## src/hw/rtl/swid_pkg.sv

```systemverilog
package swid_pkg;

	localparam int unsigned BYTE_W  = 8;
	localparam int unsigned DIM_W   = 16;
	localparam int unsigned COUNT_W = 2 * DIM_W;

	// sync word AA 55 AA 55, as its two alternating byte values
	localparam logic [BYTE_W-1:0] SYNC_A = 8'hAA;
	localparam logic [BYTE_W-1:0] SYNC_B = 8'h55;

	// header byte positions: width lo/hi, height lo/hi
	localparam logic [1:0] HDR_WIDTH_LO  = 2'd0;
	localparam logic [1:0] HDR_WIDTH_HI  = 2'd1;
	localparam logic [1:0] HDR_HEIGHT_LO = 2'd2;
	localparam logic [1:0] HDR_HEIGHT_HI = 2'd3;

	// sync hunt outcome: bytes matched so far, or a full match
	typedef struct packed {
		logic       hit;
		logic [1:0] matched;
	} sync_step_t;

	// overlap-aware partial-match step for the sync word
	function automatic sync_step_t sync_next(input logic [1:0] k, input logic [BYTE_W-1:0] b);
		sync_step_t r;
		r.hit = 1'b0;
		r.matched = (b == SYNC_A) ? 2'd1 : 2'd0;
		case (k)
			2'd1: begin
				if (b == SYNC_B) r.matched = 2'd2;
			end
			2'd2: begin
				r.matched = (b == SYNC_A) ? 2'd3 : 2'd0;
			end
			2'd3: begin
				if (b == SYNC_B) begin
					r.hit = 1'b1;
					r.matched = 2'd0;
				end
			end
			default: begin
			end
		endcase
		return r;
	endfunction

endpackage

```

## src/hw/rtl/sync_word_image_deframer.sv

```systemverilog
// Sync-word image deframer.
// Input channel (byte_valid / byte_stall / in_byte) takes one stream byte per
// request. The block hunts for the sync word AA 55 AA 55, reads a 4-byte
// little-endian header (width, then height) and forwards width*height payload
// bytes on the result channel (pix_valid / pix_stall), tagging the first and
// last byte of each frame along with the header dimensions. A header that
// announces zero pixels yields a single request with empty_frame set.
// Bytes outside a frame give no result.
// Throughput: one byte per cycle, sustained, as long as results are taken.
// A byte accepted into the input register is processed there by the frame
// state logic, and its result is offered from the output register. The only
// arithmetic is one 16x16 multiply at the last header byte.
// Reset (arst_n low) returns the block to sync hunting and empties both
// registers. While pix_stall is high and a result is offered, it holds, the
// input register keeps its byte and byte_stall rises once it is full.
module sync_word_image_deframer (
	input  logic                        clk,
	input  logic                        arst_n,
	input  logic                        byte_valid,
	output logic                        byte_stall,
	input  logic [swid_pkg::BYTE_W-1:0] in_byte,
	output logic                        pix_valid,
	input  logic                        pix_stall,
	output logic [swid_pkg::BYTE_W-1:0] pixel,
	output logic                        first_pixel,
	output logic                        last_pixel,
	output logic                        empty_frame,
	output logic [swid_pkg::DIM_W-1:0]  frame_width,
	output logic [swid_pkg::DIM_W-1:0]  frame_height
);
	import swid_pkg::*;

	typedef enum logic [1:0] {
		PH_HUNT    = 2'd0,
		PH_HEADER  = 2'd1,
		PH_PAYLOAD = 2'd2
	} phase_t;

	phase_t              phase_q, phase_n;
	logic [1:0]          sync_q, sync_n;
	logic [1:0]          hdr_idx_q, hdr_idx_n;
	logic [DIM_W-1:0]    width_q, width_n;
	logic [DIM_W-1:0]    height_q, height_n;
	logic [COUNT_W-1:0]  left_q, left_n;
	logic                at_first_q, at_first_n;

	logic                valid_s1;
	logic [BYTE_W-1:0]   byte_s1;

	logic                res_vld;
	logic [BYTE_W-1:0]   res_pixel;
	logic                res_first, res_last, res_empty;
	logic [COUNT_W-1:0]  size;
	logic [COUNT_W-1:0]  left_dec;
	sync_step_t          hunt;

	logic                adv;
	logic                byte_acc;

	// output register frees up when empty or when its result is taken
	assign adv        = !pix_valid || !pix_stall;
	assign byte_stall = valid_s1 && !adv;
	assign byte_acc   = byte_valid && !byte_stall;

	// frame size as seen at the last header byte (height high byte in flight)
	assign size     = {{DIM_W{1'b0}}, width_q} *
		{{DIM_W{1'b0}}, byte_s1, height_q[BYTE_W-1:0]};
	assign left_dec = (left_q != '0) ? left_q - COUNT_W'(1) : left_q;
	assign hunt     = sync_next(sync_q, byte_s1);

	// frame state update for the byte in the input register
	always_comb begin
		phase_n    = phase_q;
		sync_n     = sync_q;
		hdr_idx_n  = hdr_idx_q;
		width_n    = width_q;
		height_n   = height_q;
		left_n     = left_q;
		at_first_n = at_first_q;
		res_vld    = 1'b0;
		res_pixel  = byte_s1;
		res_first  = at_first_q;
		res_last   = 1'b0;
		res_empty  = 1'b0;
		unique case (phase_q)
			PH_HEADER: begin
				unique case (hdr_idx_q)
					HDR_WIDTH_LO:  width_n  = {width_q[DIM_W-1:BYTE_W], byte_s1};
					HDR_WIDTH_HI:  width_n  = {byte_s1, width_q[BYTE_W-1:0]};
					HDR_HEIGHT_LO: height_n = {height_q[DIM_W-1:BYTE_W], byte_s1};
					HDR_HEIGHT_HI: height_n = {byte_s1, height_q[BYTE_W-1:0]};
					default: begin
					end
				endcase
				if (hdr_idx_q != HDR_HEIGHT_HI) begin
					hdr_idx_n = hdr_idx_q + 2'd1;
				end else begin
					hdr_idx_n  = '0;
					left_n     = size;
					at_first_n = 1'b1;
					if (size == '0) begin
						// empty frame: one marker result, then back to hunting
						phase_n   = PH_HUNT;
						sync_n    = '0;
						res_vld   = 1'b1;
						res_pixel = '0;
						res_first = 1'b1;
						res_last  = 1'b1;
						res_empty = 1'b1;
					end else begin
						phase_n = PH_PAYLOAD;
					end
				end
			end
			PH_PAYLOAD: begin
				res_vld    = 1'b1;
				res_last   = (left_q <= COUNT_W'(1));
				at_first_n = 1'b0;
				left_n     = left_dec;
				if (left_dec == '0) begin
					phase_n    = PH_HUNT;
					sync_n     = '0;
					at_first_n = 1'b1;
				end
			end
			default: begin
				// hunting; the unused code behaves the same
				phase_n = PH_HUNT;
				if (hunt.hit) begin
					sync_n    = '0;
					hdr_idx_n = '0;
					phase_n   = PH_HEADER;
				end else begin
					sync_n = hunt.matched;
				end
			end
		endcase
	end

	// input register, frame state and result register
	always_ff @(posedge clk or negedge arst_n) begin
		if (!arst_n) begin
			valid_s1     <= 1'b0;
			byte_s1      <= '0;
			phase_q      <= PH_HUNT;
			sync_q       <= '0;
			hdr_idx_q    <= '0;
			width_q      <= '0;
			height_q     <= '0;
			left_q       <= '0;
			at_first_q   <= 1'b1;
			pix_valid    <= 1'b0;
			pixel        <= '0;
			first_pixel  <= 1'b0;
			last_pixel   <= 1'b0;
			empty_frame  <= 1'b0;
			frame_width  <= '0;
			frame_height <= '0;
		end else begin
			if (adv || !valid_s1) begin
				valid_s1 <= byte_acc;
				if (byte_acc) byte_s1 <= in_byte;
			end
			if (adv) begin
				pix_valid <= valid_s1 && res_vld;
				if (valid_s1) begin
					phase_q      <= phase_n;
					sync_q       <= sync_n;
					hdr_idx_q    <= hdr_idx_n;
					width_q      <= width_n;
					height_q     <= height_n;
					left_q       <= left_n;
					at_first_q   <= at_first_n;
					pixel        <= res_pixel;
					first_pixel  <= res_first;
					last_pixel   <= res_last;
					empty_frame  <= res_empty;
					frame_width  <= width_n;
					frame_height <= height_n;
				end
			end
		end
	end

endmodule

```

## config.mk

```make
export PLATFORM = sky130hd
export DESIGN_NAME = sync_word_image_deframer
export DESIGN_NICKNAME = d
export VERILOG_FILES = /design/src/hw/rtl/swid_pkg.sv /design/src/hw/rtl/sync_word_image_deframer.sv
export SDC_FILE = /design/constraint.sdc
export NUM_CORES = 1
export LEC_CHECK = 0
export ABC_AREA = 1
export ABC_CLOCK_PERIOD_IN_PS = 8200
export BUFFER_PORTS_ARGS = -buffer_cell sky130_fd_sc_hd__buf_4
export CAP_MARGIN = 20
export CORE_UTILIZATION = 65
export DETAILED_ROUTE_END_ITERATION = 12
export PLACE_DENSITY_LB_ADDON = 0.3
export SLEW_MARGIN = 20
export SYNTH_ARGS = -nofsm -noshare
export SYNTH_HDL_FRONTEND = slang
export SYNTH_SLANG_ARGS = --single-unit
```

## constraint.sdc

```tcl
create_clock -name clk -period 8.2 [get_ports clk]
set_input_delay 1.23 -clock clk [delete_from_list [all_inputs] [get_ports clk]]
set_output_delay 1.23 -clock clk [all_outputs]
set_load 0.03 [all_outputs]
```

# --- Word level (Yosys, flattened, before mapping) ---
# Index checks and enable logic that the tools add are counted.
# W data, S select, Z words.
word_totals:
  output_inout_bits: 45
  in_bits: 12
  ff_bits: 92
  word_cells: 102
classes:
  mul: 1
  n_addsub: 2
  order_cmp: 1
  bitwise: 5
  mux: 37
  reduce_logical: 26
  n_eq_ne: 14
op_table:
  columns: ["op", "count"]
  rows:
  - ["$logic_not A32 Y1", 2]
  - ["$mux W32", 2]
  - ["$pmux W16 S2", 2]
  - ["$pmux W32 S2", 1]
  - ["$le A32 B1 Y1 const B", 1]
  - ["$mul A16 B16 Y32", 1]
  - ["$reduce_bool A32 Y1", 1]
  - ["$sub A32 B1 Y32 const B", 1]
  - ["$reduce_and A5 Y1", 5]
  - ["$mux W8", 3]
  - ["$mux W2", 10]
  - ["$pmux W2 S2", 3]
  - ["$reduce_and A4 Y1", 3]
  - ["$mux W1", 11]
  - ["$eq A2 B2 Y1 const B", 5]
  - ["$eq A8 B7 Y1 const B", 1]
  - ["$eq A8 B8 Y1 const B", 1]
  - ["$ne A2 B2 Y1 const B", 4]
  - ["$eq A2 B1 Y1 const B", 3]
  - ["$pmux W1 S2", 3]
  - ["$pmux W2 S3", 1]
  - ["$logic_not A1 Y1", 5]
  - ["$not A1 Y1", 5]
  - ["$reduce_and A2 Y1", 2]
  - ["other kinds (6)", 10]

# --- Longest topological paths before layout ---
depth:
  depth_word: 7
  mapped_depth: 34
  depth_no_buf: 32

# --- Worst setup path after synthesis ---
# OpenSTA, ideal clock, no wires.
synth_timing:
  path_type: "reg-to-reg"
  start: "reg width_q[7]"
  end: "reg sync_q[1]"
  path_stages_with_launch: 34
  required_time_ps: 8083
  synth_period_minus_slack_ps: 6093
  path_slack_ps: 2107
  arrival_ps: 5977
  path_cell_list: "dfrtp_1 -> clkbuf_1 -> clkbuf_1 -> nand2_1 -> fa_1 -> inv_1 -> fa_1 -> inv_1 -> fa_1 -> inv_1 -> fa_1 -> fa_1 -> inv_1 -> fa_1 -> inv_1 -> ha_1 -> nand2_1 -> inv_1 -> nand2_1 -> inv_1 -> a21oi_1 -> nand2_1 -> nand2_1 -> nand2_1 -> nand2_1 -> nand2_1 -> nor2_1 -> nand2_1 -> nor2_1 -> nand2_1 -> nand2_1 -> nand2_2 -> nand2_1 -> nand2_1"
synth_via:
  elab_chain_cells: 4
synth_lines:
  columns: ["element", "line_no", "source"]
  rows:
  - ["from (decl)", "sync_word_image_deframer.sv:42", "logic [DIM_W-1:0] width_q, width_n;"]
  - ["from (signal assigned)", "sync_word_image_deframer.sv:170", "width_q <= width_n;"]
  - ["$mul A16 B16 Y32", "sync_word_image_deframer.sv:66", "assign size = {{DIM_W{1'b0}}, width_q} *"]
  - ["$logic_not A32 Y1", "sync_word_image_deframer.sv:101", "if (size == '0) begin"]
  - ["$ne A2 B2 Y1 (no line)", null, null]
  - ["$reduce_and A5 Y1 (no line)", null, null]
  - ["to (signal assigned)", "sync_word_image_deframer.sv:168", "sync_q <= sync_n;"]
  - ["to (decl)", "sync_word_image_deframer.sv:40", "logic [1:0] sync_q, sync_n;"]
# No other way between the ends.
# A chain may end at the register's enable or synchronous reset.

# --- Worst setup path after layout ---
layout_timing:
  start: "reg byte_s1[0]"
  end: "reg sync_q[0]"
layout_via:
  elab_chain_cells: 6
  word_cells_on_any_way: 14
  cone_classes: "mul (1); eq/ne (3); mux (8); reduce/logical (2)"
layout_lines:
  columns: ["element", "line_no", "source"]
  rows:
  - ["from (decl)", "sync_word_image_deframer.sv:48", "logic [BYTE_W-1:0] byte_s1;"]
  - ["from (signal assigned)", "sync_word_image_deframer.sv:162", "if (byte_acc) byte_s1 <= in_byte;"]
  - ["parallel branches: the longest is 6 deep, another holds $mul A16 B16 Y32", null, null]
# Several ways; the timed one is not identified.

==> run metrics <==
Final Setup Violations=0; Setup crit start kind=register; Combinational Power Share=5.7%; die area=0.02374 mm2; Initial Util=66.39%; CTS H-Tree Depth=3; peak per-stage delay on the critical path=1.13 ns; Worst Tran Pin Value=1.183 ns; total track usage=37.21%; Port Buffer Count=56; remaining antenna violation count=0; sequential cell area fraction in the yosys report=15.33%; run status=completed; GR Overflow Total=0; Crit. End Element=register; # Post-CTS Setup Buffers=0; YS warnings=0; delay-heaviest family, CP=adder cells; Starting DRT DRC Count=941; Internal Power=691.0 uW; Die Y=154.1 um; FP Rows=55; Worst path most repeated cell=nand2_1; worst relative slew slack=21.13%; Sw Ratio=29.18%; worst path arrival time=7.31 ns; worst reg2reg setup slack=1.14 ns; fmax=0.1417 GHz; Post-Syn Area=0.01503 mm2; flop and latch count out of synthesis=92; number of clock sinks=92; hold crit path type=register to register; RSZ-0062 raised after global routing=no; First-pass DRT Iterations=6; final cell count without fillers=2420; final setup TNS=0 ns; Syn Inst Count=2149; Residual DRC=0; Final Hold Fails=0; sequential share of power=50.2%; Final WS setup=1.144 ns; DR vias=13500; beginning of the critical path=byte_s1[0]$_DFFE_PN0P_; Hold WS=0.4861 ns; total power per unit cell area=61.89 mW/mm2; average size of a mapped cell=6.994 um2; DP Worst Slack=1.314 ns; Layout Nets=2449; Core Util, Final=69.63%; post-CTS sizing=0; CP Buf/Inv Count=4; reg2reg start=byte_s1[0]$_DFFE_PN0P_; Area Growth Syn to Fin=4.878%; max cap viols=0; DP HPWL=32010 um; Max Fanout on Critical Path=21; GPL Wtd Cong=0.9409; Final Max Tran Viols=0; clk_skew=0.008772 ns; Clock Path Buffers=2; wire length per cell=16.96 um; vias in the first global route=13920; Via density=5.579; CP Depth=27; Req. time, crit path=8.46 ns; Post-CTS Hold Fix Bufs=0; clock insertion delay at the later pin of the skew report=0.37 ns; Crit Path Category=register to register; # IOs=57; slowest CP cell=dfrtp_1; Inst Count DP=2404; largest net degree at the start of global routing=55; VDD IR max=0.08443 mV; Mapped Nets=2468; Sw Pwr=284.7 uW; first-pass GRT wire length=69230 um; P_leak=0.009315 uW; Inserted Clock Buffers=9; ant diodes=0; fraction of layout cells with a size suffix above 1=6.183%; period utilization=86.05%; Unique masters post-synth=44; Placeable Area=0.02264 mm2; Post-Route WL=41050 um; Reg clk slew, reported paths=0.07 ns; end point of the critical path=sync_q[0]$_DFFE_PN0P_; root buffer cell=clkbuf_16; Critical R2R Capture=sync_q[0]$_DFFE_PN0P_; initial antenna violation count=0; chip width=154.1 um; R2R depth=27; clock share of power=44.1%; CTS tree=done; Final min period=7.056 ns
cell families (layout without fill, tap and decap cells):
| group | after synthesis | count (layout) | synth area share [%] |
|---|---|---|---|
| buffers and inverters | 579 | 565 | 14.70 |
| XOR/XNOR | 9 | 9 | 0.5245 |
| AND/OR/NAND/NOR | 969 | 969 | 27.04 |
| flip-flops | 92 | 92 | 15.33 |
| adder cells (fa/ha/maj) | 307 | 307 | 35.25 |
| AO/OA/AOI/OAI | 193 | 193 | 7.167 |
final cells by class:
class,instances,area (um2)
multi-input combinational,1478,10520
inverter,488,1834
fill,1917,6877
sequential,92,2303
clock inverter,7,66.31
clock buffer,9,225.2
timing repair buffer,61,457.9
tap,285,356.6
worst min-delay path, delay by kind of cell (launching register included):
family	cells	cell delay, ns
AOI/OAI and AO/OA	1	0.05
and+or+nand+nor	1	0.05
DFF	1	0.38
cells in the mapped netlist (all sizes together):
master / count / area share, %
o21ai: 100 / 3.4
xor2: 8 / 0.47
a21oi: 57 / 2.1
nand2: 673 / 17
nand3b: 9 / 0.45
o22ai: 15 / 0.62
nand3: 90 / 3.1
dfrtp: 91 / 15
o211ai: 1 / 0.050
ha: 113 / 9.4
fa: 194 / 26
nor3: 6 / 0.20
buf: 9 / 0.45
clkbuf: 82 / 2.0
nor4: 3 / 0.12
inv: 487 / 12
o21bai: 1 / 0.050
o2bb2ai: 1 / 0.058
a31oi: 7 / 0.29
nor2: 164 / 5.0
a21o: 1 / 0.050
dfstp: 1 / 0.17
o2111ai: 1 / 0.058
xnor2: 1 / 0.058
o22a: 1 / 0.058
clkinv: 1 / 0.025
and2: 3 / 0.12
o21a: 8 / 0.40
nand4: 21 / 0.87
state kept, by name, indices dropped and copies added, names as in the netlist:
| name | count |
|---|---|
| hdr_idx_q | 2 |
| last_pixel | 1 |
| pix_valid | 1 |
| at_first_q | 1 |
| byte_s1 | 8 |
| phase_q | 2 |
| height_q | 16 |
| width_q | 16 |
| empty_frame | 1 |
| left_q | 32 |
| sync_q | 2 |
| valid_s1 | 1 |
| first_pixel | 1 |
| pixel | 8 |
layout by cell type (no fill, tap or decap), types with 2 or more instances in the layout:
| master | n |
|---|---|
| inv_8 | 2 |
| nand2_1 | 660 |
| buf_4 | 61 |
| a31oi_1 | 7 |
| o21ai_0 | 82 |
| o22ai_1 | 15 |
| nor2_4 | 10 |
| a21oi_4 | 2 |
| inv_1 | 483 |
| fa_1 | 194 |
| clkinv_4 | 4 |
| xor2_1 | 8 |
| inv_2 | 3 |
| ha_1 | 113 |
| a21oi_1 | 53 |
| nor2_1 | 137 |
| nor2_2 | 15 |
| nand4_1 | 21 |
| nand3_1 | 88 |
| o21ai_1 | 14 |
| dfrtp_1 | 91 |
| and2_1 | 3 |
| nor4_1 | 3 |
| clkbuf_16 | 9 |
| nand3_2 | 2 |
| a21oi_2 | 2 |
| nand2_2 | 9 |
| nor3_1 | 6 |
| nand3b_1 | 9 |
| nor2_8 | 2 |
| o21ai_2 | 4 |
| o21a_1 | 8 |
| nand2_4 | 4 |
worst min-delay path by stage:
stage / to / start / cells after the start / slack [ns]
after floorplan: at_first_q$_DFFE_PN1P_ / at_first_q$_DFFE_PN1P_ / 2 / 0.45
final: at_first_q$_DFFE_PN1P_ / at_first_q$_DFFE_PN1P_ / 2 / 0.49
after global placement: last_pixel$_DFFE_PN0P_ / last_pixel$_DFFE_PN0P_ / 2 / 0.47
after detailed placement: pixel[2]$_DFFE_PN0P_ / pixel[2]$_DFFE_PN0P_ / 2 / 0.47
after global routing: pixel[2]$_DFFE_PN0P_ / pixel[2]$_DFFE_PN0P_ / 2 / 0.51
after CTS: at_first_q$_DFFE_PN1P_ / at_first_q$_DFFE_PN1P_ / 2 / 0.49
metal layers:
layer | global-route usage (%) | routed length (um) | up-vias
met5 | 0 | 0 | -
met4 | 16.95 | 1685 | 0
met3 | 6.990 | 3179 | 128
met2 | 63.18 | 20060 | 595
met1 | 46.13 | 16130 | 6416
li1 | - | - | 6363
power groups by stage:
stage                     logic, uW  clock network (uW)  registers, uW
after floorplan                30.8                   0            484
after global placement         55.3                   0            497
after detailed placement       56.0                   0            497
after CTS                      56.1                 433            489
after global routing           61.5                 448            491
final                          55.9                 430            490
per-stage QoR:
step | cell area (um2) | total power, uW
2_1_floorplan | 15030 | 514.6
3_3_place_gp | 15470 | 552.5
3_5_place_dp | 15470 | 553.3
4_1_cts | 15760 | 978.1
5_1_grt | 15760 | 1000
6_report | 15760 | 975.7
(Power assumes the default switching activity.)
